**src/swcb_pkg.sv**
```systemverilog
`default_nettype none
package swcb_pkg;

  localparam int STAMP_W = 32;
  localparam int FAIL_SLOTS_DEF = 64;
  localparam int CFG_IDX_W = 3;
  localparam int CFG_DATA_W = 32;

  // configuration register indexes
  localparam logic [CFG_IDX_W-1:0] CFG_FAIL_LIMIT     = 3'd0;
  localparam logic [CFG_IDX_W-1:0] CFG_SUCCESS_LIMIT  = 3'd1;
  localparam logic [CFG_IDX_W-1:0] CFG_OPEN_TIMEOUT   = 3'd2;
  localparam logic [CFG_IDX_W-1:0] CFG_WINDOW_LEN     = 3'd3;
  localparam logic [CFG_IDX_W-1:0] CFG_CATASTROPHE    = 3'd4;
  localparam logic [CFG_IDX_W-1:0] CFG_HINTS_ENABLE   = 3'd5;

  localparam logic [6:0]  FAIL_LIMIT_RST     = 7'd5;
  localparam logic [7:0]  SUCCESS_LIMIT_RST  = 8'd2;
  localparam logic [31:0] OPEN_TIMEOUT_RST   = 32'd30000;
  localparam logic [31:0] WINDOW_LEN_RST     = 32'd10000;
  localparam logic [6:0]  CATASTROPHE_RST    = 7'd20;
  localparam logic        HINTS_ENABLE_RST   = 1'b1;

  typedef enum logic [1:0] {
    MODE_CLOSED = 2'd0,
    MODE_OPEN   = 2'd1,
    MODE_HALF   = 2'd2
  } swcb_mode_t;

  typedef enum logic [1:0] {
    REQ_ALLOW   = 2'd0,
    REQ_SUCCESS = 2'd1,
    REQ_FAIL    = 2'd2,
    REQ_FORCE   = 2'd3
  } swcb_req_t;

  typedef enum logic [1:0] {
    ST_IDLE  = 2'd0,
    ST_PRUNE = 2'd1,
    ST_EMIT  = 2'd2
  } swcb_fsm_t;

  typedef struct packed {
    logic [1:0]  req_type;
    logic [31:0] now_ms;
  } swcb_in_t;

  typedef struct packed {
    logic        allowed;
    logic [1:0]  breaker_state;
    logic [6:0]  window_failures;
    logic        catastrophe_hint;
    logic [31:0] rejected_total;
    logic [31:0] transitions_total;
    logic [31:0] failures_total;
    logic [31:0] successes_total;
  } swcb_out_t;

  // ring control from the sequencer to the stamp chain
  typedef struct packed {
    logic               push;
    logic               pop;
    logic               clear;
    logic [STAMP_W-1:0] stamp;
  } swcb_ring_ctl_t;

endpackage
`default_nettype wire

```
**src/swcb_cell.sv**
```systemverilog
`default_nettype none
module swcb_cell (
  input  wire logic                        clk,
  input  wire logic                        shift,
  input  wire logic                        load,
  input  wire logic [swcb_pkg::STAMP_W-1:0] nbr_stamp,
  input  wire logic [swcb_pkg::STAMP_W-1:0] load_stamp,
  output logic      [swcb_pkg::STAMP_W-1:0] stamp
);
  import swcb_pkg::*;

  always_ff @(posedge clk) begin
    if (load) begin
      stamp <= load_stamp;
    end else if (shift) begin
      stamp <= nbr_stamp;
    end
  end

endmodule
`default_nettype wire

```
**src/swcb_chain.sv**
```systemverilog
`default_nettype none
// Failure stamps, oldest always in cell 0, valid ones in cells 0..count-1.
module swcb_chain #(
  parameter int SLOTS = swcb_pkg::FAIL_SLOTS_DEF,
  localparam int CW = $clog2(SLOTS + 1),
  localparam int AW = $clog2(SLOTS)
) (
  input  wire logic                         clk,
  input  wire logic                         rst,
  input  wire swcb_pkg::swcb_ring_ctl_t     ctl,
  output logic      [swcb_pkg::STAMP_W-1:0] oldest,
  output logic      [CW-1:0]                count
);
  import swcb_pkg::*;

  logic [STAMP_W-1:0] stamps [SLOTS];
  logic               full;
  logic               shift_all;
  logic [CW-1:0]      count_next;

  assign full      = (count == CW'(SLOTS));
  // a push into a full ring drops the oldest stamp
  assign shift_all = ctl.pop || (ctl.push && full);
  assign oldest    = stamps[0];

  for (genvar i = 0; i < SLOTS; i++) begin : g_cell
    logic load_i;
    logic [STAMP_W-1:0] nbr_i;

    assign load_i = ctl.push && (full ? (i == SLOTS - 1) : (count[AW-1:0] == AW'(i)));
    if (i == SLOTS - 1) begin : g_last
      assign nbr_i = stamps[i];
    end else begin : g_mid
      assign nbr_i = stamps[i+1];
    end

    swcb_cell u_cell (
      .clk        (clk),
      .shift      (shift_all),
      .load       (load_i),
      .nbr_stamp  (nbr_i),
      .load_stamp (ctl.stamp),
      .stamp      (stamps[i])
    );
  end

  always_comb begin
    count_next = count;
    if (ctl.clear) begin
      count_next = '0;
    end else if (ctl.push && !full) begin
      count_next = count + CW'(1);
    end else if (ctl.pop && count != '0) begin
      count_next = count - CW'(1);
    end
  end

  always_ff @(posedge clk) begin
    if (rst) begin
      count <= '0;
    end else begin
      count <= count_next;
    end
  end

endmodule
`default_nettype wire

```
**src/sliding_window_circuit_breaker_unit.sv**
```systemverilog
`default_nettype none
// Three-state circuit breaker (closed, open, half-open) with a sliding window
// of failure stamps. One result word per input word. Queries, success reports
// and force-open pass from accept to the emit step and the result register. A
// failure report first walks the prune step, which drops the expired stamps:
// the stamps sit in a chain of FAIL_SLOTS cells with the oldest in the first
// cell, and the age check retires one stamp per cycle. A new word is taken
// only when the previous one has been handed to the result register; a
// result may wait there while the next word is processed.
module sliding_window_circuit_breaker_unit #(
  parameter int FAIL_SLOTS = swcb_pkg::FAIL_SLOTS_DEF
) (
  input  wire logic                            clk,
  input  wire logic                            rst,
  input  wire logic                            cfg_we,
  input  wire logic [swcb_pkg::CFG_IDX_W-1:0]  cfg_index,
  input  wire logic [swcb_pkg::CFG_DATA_W-1:0] cfg_data,
  input  wire logic                            in_valid,
  output logic                                 in_stall,
  input  wire swcb_pkg::swcb_in_t              in_data,
  output logic                                 out_valid,
  input  wire logic                            out_stall,
  output swcb_pkg::swcb_out_t                  out_data
);
  import swcb_pkg::*;

  localparam int CW = $clog2(FAIL_SLOTS + 1);
  localparam int LW = (CW > 7) ? CW : 7;

  // configuration
  logic [6:0]  fail_limit;
  logic [7:0]  success_limit;
  logic [31:0] open_timeout_ms;
  logic [31:0] window_len_ms;
  logic [6:0]  catastrophe_limit;
  logic        hints_enable;

  // breaker state
  swcb_fsm_t   fsm, fsm_next;
  swcb_mode_t  mode, mode_next;
  logic [7:0]  success_run, success_run_next;
  logic [31:0] change_time, change_time_next;
  logic        hint_flag, hint_flag_next;
  logic [31:0] stat_rejected, stat_rejected_next;
  logic [31:0] stat_transitions, stat_transitions_next;
  logic [31:0] stat_failures, stat_failures_next;
  logic [31:0] stat_successes, stat_successes_next;
  logic        allowed_q, allowed_q_next;
  logic [31:0] now_q, now_q_next;
  logic        out_valid_next;
  logic        out_load;

  swcb_ring_ctl_t     ring_ctl;
  logic [STAMP_W-1:0] ring_oldest;
  logic [CW-1:0]      ring_count;
  logic [LW-1:0]      count_ext;
  logic [7:0]         run_inc;
  logic               expired;
  swcb_out_t          rsp;

  swcb_chain #(
    .SLOTS (FAIL_SLOTS)
  ) u_chain (
    .clk    (clk),
    .rst    (rst),
    .ctl    (ring_ctl),
    .oldest (ring_oldest),
    .count  (ring_count)
  );

  assign count_ext = LW'(ring_count);
  assign run_inc   = (success_run == 8'hFF) ? success_run : success_run + 8'd1;
  assign expired   = (ring_count != '0) && ((now_q - ring_oldest) > window_len_ms);
  assign in_stall  = (fsm != ST_IDLE);

  always_comb begin
    rsp.allowed           = allowed_q;
    rsp.breaker_state     = mode;
    rsp.window_failures   = count_ext[6:0];
    rsp.catastrophe_hint  = hint_flag;
    rsp.rejected_total    = stat_rejected;
    rsp.transitions_total = stat_transitions;
    rsp.failures_total    = stat_failures;
    rsp.successes_total   = stat_successes;
  end

  always_comb begin
    fsm_next              = fsm;
    mode_next             = mode;
    success_run_next      = success_run;
    change_time_next      = change_time;
    hint_flag_next        = hint_flag;
    stat_rejected_next    = stat_rejected;
    stat_transitions_next = stat_transitions;
    stat_failures_next    = stat_failures;
    stat_successes_next   = stat_successes;
    allowed_q_next        = allowed_q;
    now_q_next            = now_q;
    ring_ctl              = '0;
    out_load              = 1'b0;

    case (fsm)
      ST_IDLE: begin
        if (in_valid) begin
          now_q_next     = in_data.now_ms;
          allowed_q_next = 1'b0;
          fsm_next       = ST_EMIT;
          case (in_data.req_type)
            REQ_ALLOW: begin
              if (hints_enable && hint_flag) begin
                stat_rejected_next = (stat_rejected == '1) ? stat_rejected
                                                           : stat_rejected + 32'd1;
              end else if (mode == MODE_OPEN) begin
                if ((in_data.now_ms - change_time) >= open_timeout_ms) begin
                  mode_next             = MODE_HALF;
                  change_time_next      = in_data.now_ms;
                  stat_transitions_next = (stat_transitions == '1) ? stat_transitions
                                                                   : stat_transitions + 32'd1;
                  success_run_next      = '0;
                  allowed_q_next        = 1'b1;
                end else begin
                  stat_rejected_next = (stat_rejected == '1) ? stat_rejected
                                                             : stat_rejected + 32'd1;
                end
              end else begin
                allowed_q_next = 1'b1;
              end
            end
            REQ_SUCCESS: begin
              stat_successes_next = (stat_successes == '1) ? stat_successes
                                                           : stat_successes + 32'd1;
              if (mode == MODE_HALF) begin
                success_run_next = run_inc;
                if (run_inc >= success_limit) begin
                  // recovery: close, forget the window
                  mode_next             = MODE_CLOSED;
                  change_time_next      = in_data.now_ms;
                  stat_transitions_next = (stat_transitions == '1) ? stat_transitions
                                                                   : stat_transitions + 32'd1;
                  success_run_next      = '0;
                  if (hints_enable) begin
                    hint_flag_next = 1'b0;
                  end
                  ring_ctl.clear = 1'b1;
                end
              end
            end
            REQ_FAIL: begin
              stat_failures_next = (stat_failures == '1) ? stat_failures
                                                         : stat_failures + 32'd1;
              ring_ctl.push  = 1'b1;
              ring_ctl.stamp = in_data.now_ms;
              fsm_next       = ST_PRUNE;
            end
            default: begin
              // force open
              if (mode != MODE_OPEN) begin
                mode_next             = MODE_OPEN;
                change_time_next      = in_data.now_ms;
                stat_transitions_next = (stat_transitions == '1) ? stat_transitions
                                                                 : stat_transitions + 32'd1;
              end
            end
          endcase
        end
      end
      ST_PRUNE: begin
        if (expired) begin
          ring_ctl.pop = 1'b1;
        end else begin
          fsm_next = ST_EMIT;
          if (mode == MODE_HALF) begin
            mode_next             = MODE_OPEN;
            change_time_next      = now_q;
            stat_transitions_next = (stat_transitions == '1) ? stat_transitions
                                                             : stat_transitions + 32'd1;
            success_run_next      = '0;
          end else if (mode == MODE_CLOSED) begin
            if (count_ext >= LW'(fail_limit)) begin
              mode_next             = MODE_OPEN;
              change_time_next      = now_q;
              stat_transitions_next = (stat_transitions == '1) ? stat_transitions
                                                               : stat_transitions + 32'd1;
            end
            if (hints_enable && (count_ext >= LW'(catastrophe_limit))) begin
              hint_flag_next = 1'b1;
            end
          end
        end
      end
      ST_EMIT: begin
        if (!out_valid || !out_stall) begin
          out_load = 1'b1;
          fsm_next = ST_IDLE;
        end
      end
      default: begin
        fsm_next = ST_IDLE;
      end
    endcase
  end

  always_comb begin
    out_valid_next = out_valid;
    if (out_load) begin
      out_valid_next = 1'b1;
    end else if (out_valid && !out_stall) begin
      out_valid_next = 1'b0;
    end
  end

  always_ff @(posedge clk) begin
    if (rst) begin
      fail_limit        <= FAIL_LIMIT_RST;
      success_limit     <= SUCCESS_LIMIT_RST;
      open_timeout_ms   <= OPEN_TIMEOUT_RST;
      window_len_ms     <= WINDOW_LEN_RST;
      catastrophe_limit <= CATASTROPHE_RST;
      hints_enable      <= HINTS_ENABLE_RST;
    end else if (cfg_we) begin
      case (cfg_index)
        CFG_FAIL_LIMIT:    fail_limit        <= cfg_data[6:0];
        CFG_SUCCESS_LIMIT: success_limit     <= cfg_data[7:0];
        CFG_OPEN_TIMEOUT:  open_timeout_ms   <= cfg_data[31:0];
        CFG_WINDOW_LEN:    window_len_ms     <= cfg_data[31:0];
        CFG_CATASTROPHE:   catastrophe_limit <= cfg_data[6:0];
        CFG_HINTS_ENABLE:  hints_enable      <= cfg_data[0];
        default: begin
        end
      endcase
    end
  end

  always_ff @(posedge clk) begin
    if (rst) begin
      fsm              <= ST_IDLE;
      mode             <= MODE_CLOSED;
      success_run      <= '0;
      change_time      <= '0;
      hint_flag        <= 1'b0;
      stat_rejected    <= '0;
      stat_transitions <= '0;
      stat_failures    <= '0;
      stat_successes   <= '0;
      out_valid        <= 1'b0;
    end else begin
      fsm              <= fsm_next;
      mode             <= mode_next;
      success_run      <= success_run_next;
      change_time      <= change_time_next;
      hint_flag        <= hint_flag_next;
      stat_rejected    <= stat_rejected_next;
      stat_transitions <= stat_transitions_next;
      stat_failures    <= stat_failures_next;
      stat_successes   <= stat_successes_next;
      out_valid        <= out_valid_next;
    end
  end

  always_ff @(posedge clk) begin
    allowed_q <= allowed_q_next;
    now_q     <= now_q_next;
    if (out_load) begin
      out_data <= rsp;
    end
  end

`ifndef SYNTH
  a_count_bound: assert property (@(posedge clk) disable iff (rst)
    ring_count <= CW'(FAIL_SLOTS))
    else $error("failure ring count exceeds its slots");

  a_fail_prunes: assert property (@(posedge clk) disable iff (rst)
    (in_valid && !in_stall && in_data.req_type == REQ_FAIL) |=> (fsm == ST_PRUNE))
    else $error("failure word did not enter the prune walk");

  a_closed_run: assert property (@(posedge clk) disable iff (rst)
    (mode == MODE_CLOSED) |-> (success_run == 8'd0))
    else $error("closed breaker carries a half-open success run");

  a_load_from_emit: assert property (@(posedge clk) disable iff (rst)
    $rose(out_valid) |-> ($past(fsm) == ST_EMIT))
    else $error("result word appeared outside the emit step");

  a_prune_no_push: assert property (@(posedge clk) disable iff (rst)
    (fsm == ST_PRUNE) |-> !ring_ctl.push && !ring_ctl.clear)
    else $error("ring written during the prune walk");
`endif

endmodule
`default_nettype wire

```
**config.mk**
```make
export PLATFORM = sky130hd
export DESIGN_NAME = sliding_window_circuit_breaker_unit
export DESIGN_NICKNAME = d
export VERILOG_FILES = /design/src/swcb_pkg.sv /design/src/swcb_cell.sv /design/src/swcb_chain.sv /design/src/sliding_window_circuit_breaker_unit.sv
export SDC_FILE = /design/constraint.sdc
export NUM_CORES = 2
export LEC_CHECK = 0
export BUFFER_PORTS_ARGS = -buffer_cell sky130_fd_sc_hd__buf_4
export CELL_PAD_IN_SITES_DETAIL_PLACEMENT = 1
export CELL_PAD_IN_SITES_GLOBAL_PLACEMENT = 1
export CORE_MARGIN = 2
export CORE_UTILIZATION = 50
export CTS_BUF_LIST = sky130_fd_sc_hd__clkbuf_16
export CTS_CLUSTER_SIZE = 16
export DETAILED_ROUTE_END_ITERATION = 12
export GPL_TIMING_DRIVEN = 1
export PLACE_DENSITY_LB_ADDON = 0.1
export RECOVER_POWER = 25
export SYNTH_ARGS = -nofsm -noshare
export SYNTH_HDL_FRONTEND = slang
export SYNTH_HIERARCHICAL = 1
export SYNTH_SLANG_ARGS = --single-unit
export TNS_END_PERCENT = 50
```
**constraint.sdc**
```tcl
create_clock -name clk -period 8.5 [get_ports clk]
set_input_delay 0.85 -clock clk [delete_from_list [all_inputs] [get_ports clk]]
set_output_delay 0.85 -clock clk [all_outputs]
set_load 0.005 [all_outputs]
```
==> impl_metrics.env <==
export IMPL_met3_usage=0.0392
export IMPL_period_share=0.899
export IMPL_rows=179
export IMPL_hold_path_end="window_len_ms[10]$_SDFFE_PP1P_"
export IMPL_place_hpwl_um=168000
export IMPL_nFillCells=21700
export IMPL_min_delay_start="cfg_data[10]"
export IMPL_synth_edf_count=2220
export IMPL_crit_chain="nor2_1, nand2_1, or2_0, clkinv_1, clkbuf_1, and2_0, clkbuf_2, mux2_4"
export IMPL_place_gp_congestion=0.803
export IMPL_synth_cell_type_count=87
export IMPL_pre_cts_ws_ns=1.06
export IMPL_synth_flop_cell="edfxtp_1"
export IMPL_finalWorstSetupSlack_ns=0.858
export IMPL_area_growth_pct=7.56
export IMPL_rrSetupSlack_ns=0.86
export IMPL_synthesis_nets=7099
export IMPL_first_pass_iters=5
export IMPL_power_mw=25.9
export IMPL_cp_slowest_stage_delay_ns=2.42
export IMPL_portBuffers=214
export IMPL_period_minus_slack_ns=7.64
export IMPL_peakVddDrop_mv=0.158
export IMPL_startpoint_type="flip-flop"
export IMPL_cp_max_fo=42
export IMPL_synth_seq_cells=2488
export IMPL_cp_buffers_inverters=3
export IMPL_cts_setup_buffers=0
export IMPL_p_clk_frac=0.440
export IMPL_coreArea_um2=238000
export IMPL_async_flop_share=0
export IMPL_drtIter0Drc=4020
export IMPL_synth_area_per_cell_um2=17.4
export IMPL_arrival_ns=8.37
export IMPL_cpMaxStageDelayCell="and2_0"
export IMPL_r2r_start="fsm[0]$_SDFFE_PP0P_"
export IMPL_clock_latency_ns=0.92
export IMPL_netSwitchingFraction=0.214
export IMPL_status="finished with violations"
export IMPL_hold_slack_ns=0.221
export IMPL_p_leak_nw=45.6
export IMPL_drcViolationCount=0
export IMPL_drv_slew=2299
export IMPL_tightestPinTransition_ns=4.51
export IMPL_dieArea_um2=243000
export IMPL_vias=58900
export IMPL_timing_slew_headroom=-2.01
export IMPL_rsz0062_at_grt="no"
export IMPL_drtAntennaViolNets=0
export IMPL_cts_tree="done"
export IMPL_finalNetCount=7446
export IMPL_p_int_mw=20.4
export IMPL_synth_warnings=6
export IMPL_synthCells=6864
export IMPL_grt_max_degree=100
export IMPL_syn_area_um2=119000
export IMPL_grt_pass1_vias=62600
export IMPL_setup_tns_ns=0
export IMPL_cts_buffers=288
export IMPL_switchingPower_mw=5.54
export IMPL_setup_viol=0
export IMPL_grt_antenna_before_repair=14
export IMPL_grt_busiest_layer="met2"
export IMPL_path_class="flip-flop to flip-flop"
export IMPL_cts_buffer_depth=4
export IMPL_r2r_cells=8
export IMPL_regArea_um2=72000
export IMPL_p_per_area_nw_per_um2=202
export IMPL_grt_pass1_wl_um=409000
export IMPL_fmax_mhz=131
export IMPL_gr_total_overflow=0
export IMPL_dieHeight_um=493
export IMPL_hold_depth=3
export IMPL_htree_num_levels=5
export IMPL_drive_gt1_frac=0.323
export IMPL_grtUsageMet2=0.362
export IMPL_cts_hold_buf=0
export IMPL_r2r_end="u_chain/g_cell[43].u_cell/stamp[7]$_DFFE_PP_"
export IMPL_p_comb_frac=0.043
export IMPL_postRouteWirelength_um=271000
export IMPL_cpLargestDelayFamily="simple AND/OR/NAND/NOR gates"
export IMPL_met1_usage=0.307
export IMPL_cts_root_buf="clkbuf_16"
export IMPL_power_frac_seq=0.517
export IMPL_cts_clk_slew_worst_paths_ns=0.06
export IMPL_die_w_um=493
export IMPL_grt_util_all_layers=0.222
export IMPL_multi_input_area_um2=40500
export IMPL_wl_per_cell_um=25.6
export IMPL_final_common_cell="edfxtp_1"
export IMPL_cts_sinks=2488
export IMPL_violations="max-capacitance violations, max-slew violations"
export IMPL_vias_per_cell=5.58
export IMPL_finalHoldViolCount=0
export IMPL_fin_skew_ns=0.0669
export IMPL_cp_required_ns=9.23
export IMPL_cts_resized=0
export IMPL_ys_seq_area_frac=0.604
export IMPL_ios=215
export IMPL_end_kind="flip-flop"
export IMPL_maxCapViolations=60
export IMPL_mostFrequentLayoutCells="2220 x edfxtp_1, 1408 x mux2_4, 436 x mux2_1, 298 x clkbuf_16, 268 x dfxtp_1"
export IMPL_min_path_type="input pin to flip-flop"
export IMPL_start_util=0.502
==> kinds of logic (layout without fill, tap and decap cells) <==
group	after synthesis	after routing	share of synthesized area
and+or+nand+nor	1002	1002	0.0406
xor gates and xnor gates	151	151	0.0111
buffers and inverters	523	1061	0.0470
adders and majority gates	161	161	0.0171
muxes	2105	2105	0.257
other	0	2	0
DFF	2488	2488	0.604
AOI/OAI and AO/OA	434	434	0.0241
==> cell type report <==
cell class | instances | area share
multi-input combinational | 3853 | 0.315
inverter | 179 | 0.00523
clock buffer | 298 | 0.0581
tap | 3167 | 0.0309
timing repair buffer | 401 | 0.0208
sequential | 2488 | 0.561
antenna | 2 | 0.0000390
clock inverter | 183 | 0.00848
==> how the worst max path moves through the flow <==
| stage | end | depth (start not counted) | slack (ns) | from |
|---|---|---|---|---|
| CTS | u_chain/g_cell[42].u_cell/stamp[25]$_DFFE_PP_ | 24 | 1.14 | now_q[0]$_DFFE_PP_ |
| global placement | success_run[3]$_SDFFE_PP0P_ | 24 | 1.16 | in_data[0] |
| floorplan | out_data[0]$_DFFE_PP_ | 1 | 0.26 | out_stall |
| detailed placement | stat_transitions[29]$_SDFFE_PP0P_ | 25 | 1.06 | in_data[0] |
| global route | u_chain/g_cell[43].u_cell/stamp[7]$_DFFE_PP_ | 8 | 0.45 | fsm[0]$_SDFFE_PP0P_ |
| finish | u_chain/g_cell[43].u_cell/stamp[7]$_DFFE_PP_ | 8 | 0.86 | fsm[0]$_SDFFE_PP0P_ |
==> metrics by stage <==
| stage | utilization | instance area [um2] | std cells |
|---|---|---|---|
| final | 0.540 | 128000 | 10600 |
| after global routing | 0.540 | 128000 | 10600 |
| after CTS | 0.550 | 131000 | 10600 |
| after detailed placement | 0.514 | 122000 | 10100 |
| after global placement | 0.514 | 122000 | 10100 |
| after floorplan | - | 119000 | 6864 |
==> worst register-to-register path, stage by stage, from the launching register on <==
cell      delay, ns
dfxtp_1        0.41
nor2_1         0.22
nand2_1        0.20
or2_0          0.58
clkinv_1       0.16
clkbuf_1       1.69
and2_0         2.44
clkbuf_2       1.39
mux2_4         0.37
==> registers in the layout, indices dropped and copies added (netlist names) <==
signal	cells
change_time	32
success_limit	8
fsm	2
u_chain/count	7
allowed_q	1
fail_limit	7
u_chain/g_cell.u_cell/stamp	2048
out_data	139
hints_enable	1
now_q	32
stat_rejected	32
hint_flag	1
window_len_ms	32
success_run	8
mode	2
stat_failures	32
stat_successes	32
stat_transitions	32
out_valid	1
open_timeout_ms	32
catastrophe_limit	7
==> power by group through the flow <==
stage | Sequential (mW) | Clock, mW | Combinational, mW
after detailed placement | 13.7 | 0 | 1.17
after floorplan | 13.6 | 0 | 0.710
after CTS | 13.4 | 11.7 | 1.17
final | 13.4 | 11.4 | 1.12
after global placement | 13.6 | 0 | 1.13
after global routing | 13.4 | 12.1 | 1.24
==> Yosys cell counts (11+ instances only) <==
master,count,area (um2)
nand4_1,43,269
nand2b_1,22,138
mux2i_1,49,490
nand3_1,84,420
nor2_1,293,1100
ha_1,158,1980
and4_1,13,114
o21a_1,16,120
edfxtp_1,2220,66700
nor2b_1,23,144
mux2_2,200,2250
nor4_1,17,106
a21oi_1,159,796
xnor2_1,79,692
a21o_1,59,443
o31ai_1,12,90.1
and3_1,34,213
o21ai_0,43,215
xor2_1,72,631
mux2_4,1856,27900
nor3_1,50,250
nand2_1,255,957
or3_1,15,93.8
or4_1,11,82.6
dfxtp_1,268,5370
clkbuf_1,72,270
buf_12,192,3840
and2_1,36,225
or2_2,14,87.6
buf_6,67,754
o211ai_1,24,180
a211oi_1,42,315
or2_1,64,400
inv_1,178,668
a31oi_1,11,68.8
==> routing by layer <==
layer	wire length, um	share of wire	vias up
li1	-	-	26700
met1	122000	0.45	30500
met2	128000	0.47	1294
met3	13600	0.050	420
met4	7050	0.026	2
met5	7	0.000026	-
No activity file was read; power rests on OpenSTA's default activity.
